===== src/hdl/multistep_vector_integrator_macros.svh =====
// ----------------------------------------------------------------------------
// Multistep vector integrator assertion macros
// Shared concurrent assertion forms, clocked on clk, disabled in reset.
// ----------------------------------------------------------------------------
`ifndef MULTISTEP_VECTOR_INTEGRATOR_MACROS_SVH
`define MULTISTEP_VECTOR_INTEGRATOR_MACROS_SVH

// same-cycle implication
`define MVI_ASSERT_IMP(lbl, ante, cons, msg) \
    lbl: assert property (@(posedge clk) disable iff (!rst_n) (ante) |-> (cons)) \
        else $error(msg);

// next-cycle implication
`define MVI_ASSERT_NEXT(lbl, ante, cons, msg) \
    lbl: assert property (@(posedge clk) disable iff (!rst_n) (ante) |=> (cons)) \
        else $error(msg);

`endif


===== src/hdl/mvi_pkg.sv =====
// ----------------------------------------------------------------------------
// Multistep vector integrator package
// Widths, register indexes, method codes, word types and the weight table.
// ----------------------------------------------------------------------------
package mvi_pkg;

    localparam int LANES         = 4;
    localparam int HISTORY_DEPTH = 4;
    localparam int VALUE_WIDTH   = 32;
    localparam int RATE_W        = 32;
    localparam int DT_W          = 24;
    localparam int MODE_W        = 3;
    localparam int CFG_IDX_W     = 3;
    localparam int CFG_DATA_W    = 32;
    localparam int LANE_W        = $clog2(LANES);
    localparam int TAP_W         = $clog2(HISTORY_DEPTH);

    localparam int WEIGHT_W      = 7;
    localparam int MUL_A_W       = 32;
    localparam int MUL_B_W       = DT_W + 1;
    localparam int PROD_W        = MUL_A_W + MUL_B_W;
    localparam int ACC_W         = 64;
    localparam int SUM_W         = 40;
    localparam int SPLIT_W       = 20;
    localparam int HI_W          = SUM_W - SPLIT_W;
    // product scaled by 2^-24 and by 1/8; the remaining 1/3 goes to the divider
    localparam int FRAC_SHIFT    = DT_W + 3;
    localparam int U_W           = ACC_W - FRAC_SHIFT;
    localparam int QUO_W         = U_W + 1;
    localparam int DIV_W         = ((QUO_W + 3) / 4) * 4;
    localparam int INC_W         = QUO_W;
    localparam int UPD_W         = ((VALUE_WIDTH > INC_W) ? VALUE_WIDTH : INC_W) + 1;

    localparam logic [CFG_IDX_W-1:0] REG_STEP_SIZE   = 3'd0;
    localparam logic [CFG_IDX_W-1:0] REG_METHOD_MODE = 3'd1;
    localparam logic [CFG_IDX_W-1:0] REG_START_0     = 3'd2;
    localparam logic [CFG_IDX_W-1:0] REG_START_1     = 3'd3;
    localparam logic [CFG_IDX_W-1:0] REG_START_2     = 3'd4;
    localparam logic [CFG_IDX_W-1:0] REG_START_3     = 3'd5;

    localparam logic [MODE_W-1:0] MODE_NONE  = 3'd0;
    localparam logic [MODE_W-1:0] MODE_EULER = 3'd1;
    localparam logic [MODE_W-1:0] MODE_TRAP  = 3'd2;
    localparam logic [MODE_W-1:0] MODE_AB2   = 3'd3;
    localparam logic [MODE_W-1:0] MODE_AB3   = 3'd4;
    localparam logic [MODE_W-1:0] MODE_AB4   = 3'd5;

    localparam logic [DT_W-1:0]   STEP_SIZE_RESET = 24'd139810;
    localparam logic [MODE_W-1:0] MODE_RESET      = MODE_EULER;

    typedef enum logic [1:0] {
        MAC_HOLD,
        MAC_LOAD,
        MAC_ADD,
        MAC_ADD_HI
    } mac_op_t;

    typedef enum logic [2:0] {
        ST_IDLE,
        ST_MAC,
        ST_MUL_LO,
        ST_MUL_HI,
        ST_DIV_START,
        ST_DIV_WAIT,
        ST_UPDATE,
        ST_DONE
    } state_t;

    typedef struct packed {
        logic signed [RATE_W-1:0] rate_0;
        logic signed [RATE_W-1:0] rate_1;
        logic signed [RATE_W-1:0] rate_2;
        logic signed [RATE_W-1:0] rate_3;
        logic                     restart;
    } in_word_t;

    typedef struct packed {
        logic signed [VALUE_WIDTH-1:0] value_0;
        logic signed [VALUE_WIDTH-1:0] value_1;
        logic signed [VALUE_WIDTH-1:0] value_2;
        logic signed [VALUE_WIDTH-1:0] value_3;
        logic                          clipped;
    } out_word_t;

    // weights over 24, newest tap first
    function automatic logic signed [WEIGHT_W-1:0] ab_weight(
        input logic [MODE_W-1:0] mode,
        input logic [TAP_W-1:0]  tap
    );
        logic signed [WEIGHT_W-1:0] w;
        begin
            w = '0;
            case (mode)
                MODE_EULER:
                begin
                    if (tap == TAP_W'(0)) w = 7'sd24;
                end
                MODE_TRAP:
                begin
                    if (tap == TAP_W'(0) || tap == TAP_W'(1)) w = 7'sd12;
                end
                MODE_AB2:
                begin
                    case (tap)
                        TAP_W'(0): w = 7'sd36;
                        TAP_W'(1): w = -7'sd12;
                        default:   w = '0;
                    endcase
                end
                MODE_AB3:
                begin
                    case (tap)
                        TAP_W'(0): w = 7'sd46;
                        TAP_W'(1): w = -7'sd32;
                        TAP_W'(2): w = 7'sd10;
                        default:   w = '0;
                    endcase
                end
                MODE_AB4:
                begin
                    case (tap)
                        TAP_W'(0): w = 7'sd55;
                        TAP_W'(1): w = -7'sd59;
                        TAP_W'(2): w = 7'sd37;
                        default:   w = -7'sd9;
                    endcase
                end
                default: w = '0;
            endcase
            return w;
        end
    endfunction

endpackage


===== src/hdl/mvi_mac.sv =====
// ----------------------------------------------------------------------------
// Multistep vector integrator multiply-accumulate unit
// One 32x25 signed multiplier feeding a 64-bit accumulator; hold, load, add,
// or add with the product shifted up by the split width.
// ----------------------------------------------------------------------------
module mvi_mac (
    input  logic                                 clk,
    input  mvi_pkg::mac_op_t                     op,
    input  logic signed [mvi_pkg::MUL_A_W-1:0]   a,
    input  logic signed [mvi_pkg::MUL_B_W-1:0]   b,
    output logic signed [mvi_pkg::ACC_W-1:0]     acc
);

    logic signed [mvi_pkg::PROD_W-1:0] prod;
    logic signed [mvi_pkg::ACC_W-1:0]  prod_ext;
    logic signed [mvi_pkg::ACC_W-1:0]  acc_reg;
    logic signed [mvi_pkg::ACC_W-1:0]  acc_next;

    assign prod     = a * b;
    assign prod_ext = mvi_pkg::ACC_W'(prod);

    always_comb
    begin
        case (op)
            mvi_pkg::MAC_LOAD:   acc_next = prod_ext;
            mvi_pkg::MAC_ADD:    acc_next = acc_reg + prod_ext;
            mvi_pkg::MAC_ADD_HI: acc_next = acc_reg + (prod_ext <<< mvi_pkg::SPLIT_W);
            default:             acc_next = acc_reg;
        endcase
    end

    always_ff @(posedge clk)
    begin
        acc_reg <= acc_next;
    end

    assign acc = acc_reg;

endmodule


===== src/hdl/mvi_div3.sv =====
// ----------------------------------------------------------------------------
// Multistep vector integrator divide-by-three unit
// Unsigned long division by 3, one hex digit per cycle, MSB first.
// Quotient is valid while done is high.
// ----------------------------------------------------------------------------
module mvi_div3 (
    input  logic                             clk,
    input  logic                             rst_n,
    input  logic                             start,
    input  logic [mvi_pkg::DIV_W-1:0]        dividend,
    output logic                             busy,
    output logic                             done,
    output logic [mvi_pkg::DIV_W-1:0]        quotient
);

    localparam int DIGIT_W = 4;
    localparam int DIGITS  = mvi_pkg::DIV_W / DIGIT_W;
    localparam int CNT_W   = $clog2(DIGITS);

    // {quotient digit, remainder} of ({rem, digit}) / 3
    function automatic logic [DIGIT_W+1:0] div3_digit(input logic [DIGIT_W+1:0] x);
        logic [DIGIT_W+1:0] r;
        logic [DIGIT_W-1:0] q;
        begin
            r = x;
            q = '0;
            for (int i = DIGIT_W - 1; i >= 0; i--)
            begin
                if (r >= ((DIGIT_W + 2)'(3) << i))
                begin
                    r    = r - ((DIGIT_W + 2)'(3) << i);
                    q[i] = 1'b1;
                end
            end
            return {q, r[1:0]};
        end
    endfunction

    logic [mvi_pkg::DIV_W-1:0] work_reg;
    logic [1:0]                rem_reg;
    logic [CNT_W-1:0]          cnt_reg;
    logic                      busy_reg;
    logic                      done_reg;
    logic [DIGIT_W+1:0]        step;

    assign step = div3_digit({rem_reg, work_reg[mvi_pkg::DIV_W-1 -: DIGIT_W]});

    always_ff @(posedge clk or negedge rst_n)
    begin
        if (!rst_n)
        begin
            busy_reg <= 1'b0;
            done_reg <= 1'b0;
            cnt_reg  <= '0;
        end
        else
        begin
            done_reg <= busy_reg && (cnt_reg == CNT_W'(DIGITS - 1));
            if (start)
            begin
                busy_reg <= 1'b1;
                cnt_reg  <= '0;
            end
            else if (busy_reg)
            begin
                cnt_reg <= cnt_reg + CNT_W'(1);
                if (cnt_reg == CNT_W'(DIGITS - 1))
                    busy_reg <= 1'b0;
            end
        end
    end

    always_ff @(posedge clk)
    begin
        if (start)
        begin
            work_reg <= dividend;
            rem_reg  <= '0;
        end
        else if (busy_reg)
        begin
            work_reg <= {work_reg[mvi_pkg::DIV_W-DIGIT_W-1:0], step[DIGIT_W+1:2]};
            rem_reg  <= step[1:0];
        end
    end

    assign busy     = busy_reg;
    assign done     = done_reg;
    assign quotient = work_reg;

endmodule


===== src/hdl/multistep_vector_integrator.sv =====
// ----------------------------------------------------------------------------
// Multistep vector integrator
// Four-lane Adams-Bashforth integrator, orders 1 to 4, plus a trapezoidal mode, with saturation.
//
//   channel  | dir | handshake           | word
//   ---------+-----+---------------------+----------------------------------
//   in       | in  | in_valid / in_stall | rate_0..3, restart
//   out      | out | out_valid/out_stall | value_0..3, clipped
//   cfg      | in  | cfg_we              | cfg_index, cfg_data
//
// Each word runs the four lanes in turn, each through one MAC step per tap,
// the low and high dt multiply steps, the divider start, the radix-16
// divide-by-3 unit and the update, on the shared multiplier and divider.
// in_stall is high from acceptance until the result word is loaded.
// Reset is asynchronous; it clears history, integrand and config to defaults.
// A stalled result word holds; the block finishes its next word only once
// the output register is free.
// ----------------------------------------------------------------------------
`include "multistep_vector_integrator_macros.svh"

module multistep_vector_integrator (
    input  logic                                clk,
    input  logic                                rst_n,
    input  logic                                in_valid,
    output logic                                in_stall,
    input  mvi_pkg::in_word_t                   in_data,
    output logic                                out_valid,
    input  logic                                out_stall,
    output mvi_pkg::out_word_t                  out_data,
    input  logic                                cfg_we,
    input  logic [mvi_pkg::CFG_IDX_W-1:0]       cfg_index,
    input  logic [mvi_pkg::CFG_DATA_W-1:0]      cfg_data
);

    localparam int VW    = mvi_pkg::VALUE_WIDTH;
    localparam int UPD_W = mvi_pkg::UPD_W;

    localparam logic signed [UPD_W-1:0] VAL_MAX =
        {{(UPD_W - VW + 1){1'b0}}, {(VW - 1){1'b1}}};
    localparam logic signed [UPD_W-1:0] VAL_MIN = ~VAL_MAX;
    localparam logic [mvi_pkg::QUO_W-1:0] DIV_BIAS =
        mvi_pkg::QUO_W'(3) << (mvi_pkg::U_W - 1);
    localparam logic [mvi_pkg::QUO_W-1:0] INC_BIAS =
        mvi_pkg::QUO_W'(1) << (mvi_pkg::U_W - 1);

    function automatic logic signed [VW-1:0] sat_value(input logic signed [UPD_W-1:0] v);
        begin
            if (v > VAL_MAX)
                return VAL_MAX[VW-1:0];
            else if (v < VAL_MIN)
                return VAL_MIN[VW-1:0];
            else
                return v[VW-1:0];
        end
    endfunction

    // config
    logic [mvi_pkg::DT_W-1:0]          step_size_reg;
    logic [mvi_pkg::MODE_W-1:0]        mode_reg;
    logic signed [mvi_pkg::RATE_W-1:0] start_reg [mvi_pkg::LANES];

    // state
    logic signed [mvi_pkg::RATE_W-1:0] hist_reg [mvi_pkg::HISTORY_DEPTH][mvi_pkg::LANES];
    logic signed [VW-1:0]              integrand_reg [mvi_pkg::LANES];
    logic signed [mvi_pkg::RATE_W-1:0] rate_in [mvi_pkg::LANES];

    mvi_pkg::state_t                   state_reg, state_next;
    logic [mvi_pkg::LANE_W-1:0]        lane_reg, lane_next;
    logic [mvi_pkg::TAP_W-1:0]         tap_reg, tap_next;
    logic signed [mvi_pkg::HI_W-1:0]   sum_hi_reg;
    logic                              clipped_reg;
    logic                              out_valid_reg, out_valid_next;
    mvi_pkg::out_word_t                out_data_reg, out_word;

    logic                              accept;
    logic                              upd_en;
    logic                              out_load;

    // shared datapath
    mvi_pkg::mac_op_t                     mac_op;
    logic signed [mvi_pkg::MUL_A_W-1:0]   mac_a;
    logic signed [mvi_pkg::MUL_B_W-1:0]   mac_b;
    logic signed [mvi_pkg::ACC_W-1:0]     mac_acc;

    logic                                 div_start;
    logic                                 div_busy;
    logic                                 div_done;
    logic [mvi_pkg::DIV_W-1:0]            div_quotient;
    logic [mvi_pkg::DIV_W-1:0]            div_dividend;
    logic [mvi_pkg::U_W-1:0]              scaled;
    logic [mvi_pkg::QUO_W-1:0]            biased;
    logic signed [mvi_pkg::INC_W-1:0]     inc;
    logic signed [UPD_W-1:0]              upd_sum;

    mvi_mac u_mac (
        .clk (clk),
        .op  (mac_op),
        .a   (mac_a),
        .b   (mac_b),
        .acc (mac_acc)
    );

    mvi_div3 u_div (
        .clk      (clk),
        .rst_n    (rst_n),
        .start    (div_start),
        .dividend (div_dividend),
        .busy     (div_busy),
        .done     (div_done),
        .quotient (div_quotient)
    );

    assign rate_in[0] = in_data.rate_0;
    assign rate_in[1] = in_data.rate_1;
    assign rate_in[2] = in_data.rate_2;
    assign rate_in[3] = in_data.rate_3;

    assign in_stall = (state_reg != mvi_pkg::ST_IDLE);
    assign accept   = in_valid && !in_stall;

    // floor(P / 2^27), biased non-negative for the unsigned divide by 3
    assign scaled       = mac_acc[mvi_pkg::ACC_W-1:mvi_pkg::FRAC_SHIFT];
    assign biased       = {scaled[mvi_pkg::U_W-1], scaled} + DIV_BIAS;
    assign div_dividend = mvi_pkg::DIV_W'(biased);
    assign inc          = $signed(div_quotient[mvi_pkg::INC_W-1:0] - INC_BIAS);
    assign upd_sum      = UPD_W'(integrand_reg[lane_reg]) + UPD_W'(inc);

    // sequencer
    always_comb
    begin
        state_next = state_reg;
        lane_next  = lane_reg;
        tap_next   = tap_reg;
        mac_op     = mvi_pkg::MAC_HOLD;
        mac_a      = '0;
        mac_b      = '0;
        div_start  = 1'b0;
        upd_en     = 1'b0;
        out_load   = 1'b0;
        case (state_reg)
            mvi_pkg::ST_IDLE:
            begin
                if (in_valid)
                begin
                    state_next = mvi_pkg::ST_MAC;
                    lane_next  = '0;
                    tap_next   = '0;
                end
            end
            mvi_pkg::ST_MAC:
            begin
                mac_op   = (tap_reg == '0) ? mvi_pkg::MAC_LOAD : mvi_pkg::MAC_ADD;
                mac_a    = hist_reg[tap_reg][lane_reg];
                mac_b    = mvi_pkg::MUL_B_W'(mvi_pkg::ab_weight(mode_reg, tap_reg));
                tap_next = tap_reg + mvi_pkg::TAP_W'(1);
                if (tap_reg == mvi_pkg::TAP_W'(mvi_pkg::HISTORY_DEPTH - 1))
                    state_next = mvi_pkg::ST_MUL_LO;
            end
            mvi_pkg::ST_MUL_LO:
            begin
                mac_op     = mvi_pkg::MAC_LOAD;
                mac_a      = $signed(mvi_pkg::MUL_A_W'(mac_acc[mvi_pkg::SPLIT_W-1:0]));
                mac_b      = $signed({1'b0, step_size_reg});
                state_next = mvi_pkg::ST_MUL_HI;
            end
            mvi_pkg::ST_MUL_HI:
            begin
                mac_op     = mvi_pkg::MAC_ADD_HI;
                mac_a      = mvi_pkg::MUL_A_W'(sum_hi_reg);
                mac_b      = $signed({1'b0, step_size_reg});
                state_next = mvi_pkg::ST_DIV_START;
            end
            mvi_pkg::ST_DIV_START:
            begin
                div_start  = 1'b1;
                state_next = mvi_pkg::ST_DIV_WAIT;
            end
            mvi_pkg::ST_DIV_WAIT:
            begin
                if (div_done)
                    state_next = mvi_pkg::ST_UPDATE;
            end
            mvi_pkg::ST_UPDATE:
            begin
                upd_en = 1'b1;
                if (lane_reg == mvi_pkg::LANE_W'(mvi_pkg::LANES - 1))
                    state_next = mvi_pkg::ST_DONE;
                else
                begin
                    lane_next  = lane_reg + mvi_pkg::LANE_W'(1);
                    tap_next   = '0;
                    state_next = mvi_pkg::ST_MAC;
                end
            end
            mvi_pkg::ST_DONE:
            begin
                if (!out_valid_reg || !out_stall)
                begin
                    out_load   = 1'b1;
                    state_next = mvi_pkg::ST_IDLE;
                end
            end
            default: state_next = mvi_pkg::ST_IDLE;
        endcase
    end

    always_ff @(posedge clk or negedge rst_n)
    begin
        if (!rst_n)
        begin
            state_reg <= mvi_pkg::ST_IDLE;
            lane_reg  <= '0;
            tap_reg   <= '0;
        end
        else
        begin
            state_reg <= state_next;
            lane_reg  <= lane_next;
            tap_reg   <= tap_next;
        end
    end

    always_ff @(posedge clk)
    begin
        if (state_reg == mvi_pkg::ST_MUL_LO)
            sum_hi_reg <= mac_acc[mvi_pkg::SUM_W-1:mvi_pkg::SPLIT_W];
    end

    // config registers
    always_ff @(posedge clk or negedge rst_n)
    begin
        if (!rst_n)
        begin
            step_size_reg <= mvi_pkg::STEP_SIZE_RESET;
            mode_reg      <= mvi_pkg::MODE_RESET;
            for (int k = 0; k < mvi_pkg::LANES; k++)
                start_reg[k] <= '0;
        end
        else if (cfg_we)
        begin
            case (cfg_index)
                mvi_pkg::REG_STEP_SIZE:   step_size_reg <= cfg_data[mvi_pkg::DT_W-1:0];
                mvi_pkg::REG_METHOD_MODE: mode_reg      <= cfg_data[mvi_pkg::MODE_W-1:0];
                mvi_pkg::REG_START_0:     start_reg[0]  <= $signed(cfg_data[mvi_pkg::RATE_W-1:0]);
                mvi_pkg::REG_START_1:     start_reg[1]  <= $signed(cfg_data[mvi_pkg::RATE_W-1:0]);
                mvi_pkg::REG_START_2:     start_reg[2]  <= $signed(cfg_data[mvi_pkg::RATE_W-1:0]);
                mvi_pkg::REG_START_3:     start_reg[3]  <= $signed(cfg_data[mvi_pkg::RATE_W-1:0]);
                default:                  ;
            endcase
        end
    end

    // history: restart fills every tap, otherwise shift in the new word
    always_ff @(posedge clk or negedge rst_n)
    begin
        if (!rst_n)
        begin
            for (int d = 0; d < mvi_pkg::HISTORY_DEPTH; d++)
                for (int k = 0; k < mvi_pkg::LANES; k++)
                    hist_reg[d][k] <= '0;
        end
        else if (accept)
        begin
            for (int k = 0; k < mvi_pkg::LANES; k++)
            begin
                hist_reg[0][k] <= rate_in[k];
                for (int d = 1; d < mvi_pkg::HISTORY_DEPTH; d++)
                    hist_reg[d][k] <= in_data.restart ? rate_in[k] : hist_reg[d-1][k];
            end
        end
    end

    // integrand and clip flag
    always_ff @(posedge clk or negedge rst_n)
    begin
        if (!rst_n)
        begin
            for (int k = 0; k < mvi_pkg::LANES; k++)
                integrand_reg[k] <= '0;
            clipped_reg <= 1'b0;
        end
        else if (accept)
        begin
            clipped_reg <= 1'b0;
            if (in_data.restart)
                for (int k = 0; k < mvi_pkg::LANES; k++)
                    integrand_reg[k] <= sat_value(UPD_W'(start_reg[k]));
        end
        else if (upd_en)
        begin
            integrand_reg[lane_reg] <= sat_value(upd_sum);
            if (upd_sum > VAL_MAX || upd_sum < VAL_MIN)
                clipped_reg <= 1'b1;
        end
    end

    // result word register
    always_comb
    begin
        out_word.value_0 = integrand_reg[0];
        out_word.value_1 = integrand_reg[1];
        out_word.value_2 = integrand_reg[2];
        out_word.value_3 = integrand_reg[3];
        out_word.clipped = clipped_reg;
        out_valid_next   = out_load || (out_valid_reg && out_stall);
    end

    always_ff @(posedge clk or negedge rst_n)
    begin
        if (!rst_n)
            out_valid_reg <= 1'b0;
        else
            out_valid_reg <= out_valid_next;
    end

    always_ff @(posedge clk)
    begin
        if (out_load)
            out_data_reg <= out_word;
    end

    assign out_valid = out_valid_reg;
    assign out_data  = out_data_reg;

    `MVI_ASSERT_NEXT(a_accept_starts_lane0, accept, state_reg == mvi_pkg::ST_MAC && lane_reg == '0 && tap_reg == '0, "accepted word did not start at lane 0 tap 0")
    `MVI_ASSERT_IMP(a_div_done_in_wait, div_done, state_reg == mvi_pkg::ST_DIV_WAIT, "divider finished outside the wait state")
    `MVI_ASSERT_IMP(a_wait_has_divider, state_reg == mvi_pkg::ST_DIV_WAIT, div_busy || div_done, "waiting on an idle divider")
    `MVI_ASSERT_IMP(a_out_from_done, $rose(out_valid), $past(state_reg == mvi_pkg::ST_DONE), "result word loaded outside the done state")

endmodule

===== config.mk =====
export PLATFORM = sky130hd
export DESIGN_NAME = multistep_vector_integrator
export DESIGN_NICKNAME = d
export VERILOG_FILES = /design/src/hdl/mvi_pkg.sv /design/src/hdl/mvi_mac.sv /design/src/hdl/mvi_div3.sv /design/src/hdl/multistep_vector_integrator.sv
export VERILOG_INCLUDE_DIRS = /design/src /design/src/hdl
export SDC_FILE = /design/constraint.sdc
export NUM_CORES = 2
export LEC_CHECK = 0
export BUFFER_PORTS_ARGS = -buffer_cell sky130_fd_sc_hd__buf_2
export CAP_MARGIN = 20
export CORE_AREA = 3 3 554 556
export DETAILED_ROUTE_END_ITERATION = 12
export DIE_AREA = 0 0 557 559
export GPL_ROUTABILITY_DRIVEN = 1
export PLACE_DENSITY_LB_ADDON = 0.05
export SKIP_LAST_GASP = 1
export SYNTH_ARGS = -nofsm -noshare
export SYNTH_HDL_FRONTEND = slang
export SYNTH_SLANG_ARGS = --single-unit

===== constraint.sdc =====
create_clock -name clk -period 12.4 [get_ports clk]
set_input_delay 3.1 -clock clk [delete_from_list [all_inputs] [get_ports clk]]
set_output_delay 3.1 -clock clk [all_outputs]
set_load 0.005 [all_outputs]

==> metrics.md <==
| Metric | Value |
|---|---|
| Post-synth top area cell | `dfrtp_1` |
| Slowest Stage Delay on Critical Path | `600 ps` |
| Place WS | `-701.2 ps` |
| Average wire per standard cell | `25.45 microns` |
| CTS clk-pin slew, worst paths | `60 ps` |
| Final period util | `0.9580` |
| Drt drc | `0` |
| Clock root buffer master | `clkbuf_16` |
| Io pins | `300` |
| Die ar. | `311,400 sq um` |
| TritonCTS clock tree | `done` |
| Rows | `202` |
| Synth Area in XOR/XNOR | `0.01997` |
| Vias per inst | `4.915` |
| Register area share after synthesis | `0.3295` |
| TNS Setup | `0 ps` |
| Layout cells sized above 1 | `0.1671` |
| Crit path max-delay family | `adder cells` |
| Avg Cell Area, Syn | `9.954 sq um` |
| Synth cell types | `95` |
| Setup Skew | `77.92 ps` |
| Most common cell after layout, fill and taps aside | `nand2_1` |
| Post-synthesis mux area share | `0.1189` |
| Vias in the first global route | `67,290` |
| Yosys top cell area share | `0.2377` |
| Setup Crit Path Kind | `register to register` |
| Vias | `64,250` |
| Total GRT Usage | `0.2115` |
| Final Hold Vio Count | `0` |
| Ys Warns | `0` |
| Post-Synth Adder-Cell Area | `0.2419` |
| Post-route setup slack | `521.2 ps` |
| Clock sinks | `1,065` |
| FFs w/ async S/R, synth | `0.7606` |
| Final WL | `332,700 microns` |
| Final setup violation count | `0` |
| Clk_lat worst skew | `840 ps` |
| CTS buffer count | `142` |
| EDFF count, synth | `251` |
| Worst relative slew slack | `0.2868` |
| First DRT Iteration DRCs | `4,035` |
| Critical path arrival | `12,420 ps` |
| Port bufs | `299` |
| Most common flop cell mapped by yosys | `dfrtp_1` |
| DR pass1 iterations | `6` |
| Area grow syn2layout | `16.71%` |
| GP Congestion | `0.9191` |
| Fillers | `31,200` |
| Max Cap Violations | `0` |
| Worst Path Required | `12,940 ps` |
| Remaining antenna violation count | `0` |
| Most Frequent Cell on Critical Path | `fa_1` |
| Initial Utilization | `0.2798` |
| Max Clk Rate | `84.18 MHz` |
| Critical path's slowest cell | `fa_1` |
| Hold WS | `458.2 ps` |
| Mapped Nets | `9,816` |
| Crit. End Element | `register` |
| Fin nets | `10,280` |
| Die Ht | `559 microns` |
| Flip-flop and latch count after synthesis | `1,065` |
| Worst Tran Pin Value | `1070 ps` |
| Hpwl dp | `258,400 microns` |
| Largest net degree at the start of global routing | `219` |
| Antenna violations before repair | `65` |
| Outcome | `completed` |
| Crit path buffers/inverters | `6` |
| Synth Instances | `8,504` |
| Hold_buf cts | `0` |
| Hold Path Class | `register to register` |
| Largest family of logic cells by synthesized area | `adder cells` |
| Simple-gate portion of the synthesized area | `0.1182` |
| GRT overflow | `0` |
| Number of H-tree levels | `4` |
| Critical Path Start Type | `register` |
| First-pass GRT wire length | `487,500 microns` |
| Worst Path Max Fanout | `9` |
| Synth Area in Compound Gates | `0.1080` |
| Cell Area, Synth | `84,650 sq um` |
| Largest cells by area after synthesis | `dfrtp_1 (24%), fa_1 (19%), edfxtp_1 (8.9%), nand2_1 (7.2%), mux4_2 (4.9%)` |
| Dpl cell area | `93,690 sq um` |
| Die width | `557 microns` |
| Final min period | `11,880 ps` |
| CTS max path bufs | `4` |
| Fin area | `98,790 sq um` |
| Most frequent cells in the layout | `nand2_1 (1,616), inv_1 (926), fa_1 (821)` |
| Core box area | `302,500 sq um` |
| Final Max Slew Viols | `0` |
| Number of flip-flops in the largest register | `512` |
==> area by class of cell <==
class	count	area [sq um]	share of cell area
clock buffer	204	4061	0.04111
antenna	15	37.54	0.0003799
tap	3978	4977	0.05038
multi-input combinational	6017	51800	0.5243
clock inverter	51	656.9	0.006649
sequential	1065	27910	0.2825
inverter	932	3503	0.03546
timing repair buffer	811	5847	0.05918
==> synthesized netlist by cell type, drive strengths merged (11+ instances only) <==
cell and number:
and3 26, a21oi 258, clkbuf 432, mux2 176, a22oi 140, dfrtp 804
a21o 141, edfxtp 251, o21a 12, nand2 1627, fa 822, nand3 54
a221oi 11, o21bai 33, nand2b 40, xnor2 120, a221o 20, mux4 185
inv 930, buf 58, nor2 420, a21boi 12, o211ai 21, ha 321
and2 79, xor2 73, a31oi 30, o21ai 695, o31ai 14, or3 11
nor3 33, nand4 35, mux2i 391, nor2b 49, a211oi 34
==> per-stage QoR <==
| stage | util | cells |
|---|---|---|
| 6_report | 0.3266 | 13070 |
| 2_1_floorplan | - | 8504 |
| 3_3_place_gp | 0.3097 | 12790 |
| 3_5_place_dp | 0.3097 | 12790 |
| 5_1_grt | 0.3264 | 13060 |
| 4_1_cts | 0.3254 | 13050 |
==> final timing paths <==
check	cells past startpoint	start	to	slack, ps
max reg2reg	39	tap_reg[0]	u_mac.acc[60]	520
min in group asynchronous	1	rst_n	hist_reg[281]	2290
max in group asynchronous	3	rst_n	lane_reg[1]	7830
min	2	start_reg[89]	integrand_reg[89]	460
min reg2reg	2	start_reg[89]	integrand_reg[89]	460
max	39	tap_reg[0]	u_mac.acc[60]	520
==> metal layers <==
metal  GRT usage  share of wire
met1      0.2889           0.45
met2      0.3552           0.48
met3     0.02657          0.038
met4     0.05071          0.027
met5           0        0.00071
==> what timing repair did <==
action                     4_1_cts  5_1_grt
hold endpoints to repair         0        0
pin swaps                        0        4
resized for setup                6       49
setup buffers                    0       12
gates cloned                     0        0
setup endpoints to repair       11       21
==> cell families after synthesis <==
logic type	count (synthesis)
buf+inv	1422
flops	1065
simple gates	2420
mux	752
fa+ha+maj	1143
xor+xnor	193
compound gates	1509
==> worst reg2reg max path, delay by kind of cell (launching register included) <==
kind,cells,cell delay (ps)
compound gates,16,3530
xor+xnor,2,280
fa+ha+maj,9,4330
buf+inv,6,930
flops,1,450
mux,2,1090
simple gates,4,990
Power is not shown: default switching activity piles up to over one toggle a cycle in this logic, so the estimate is an artifact.
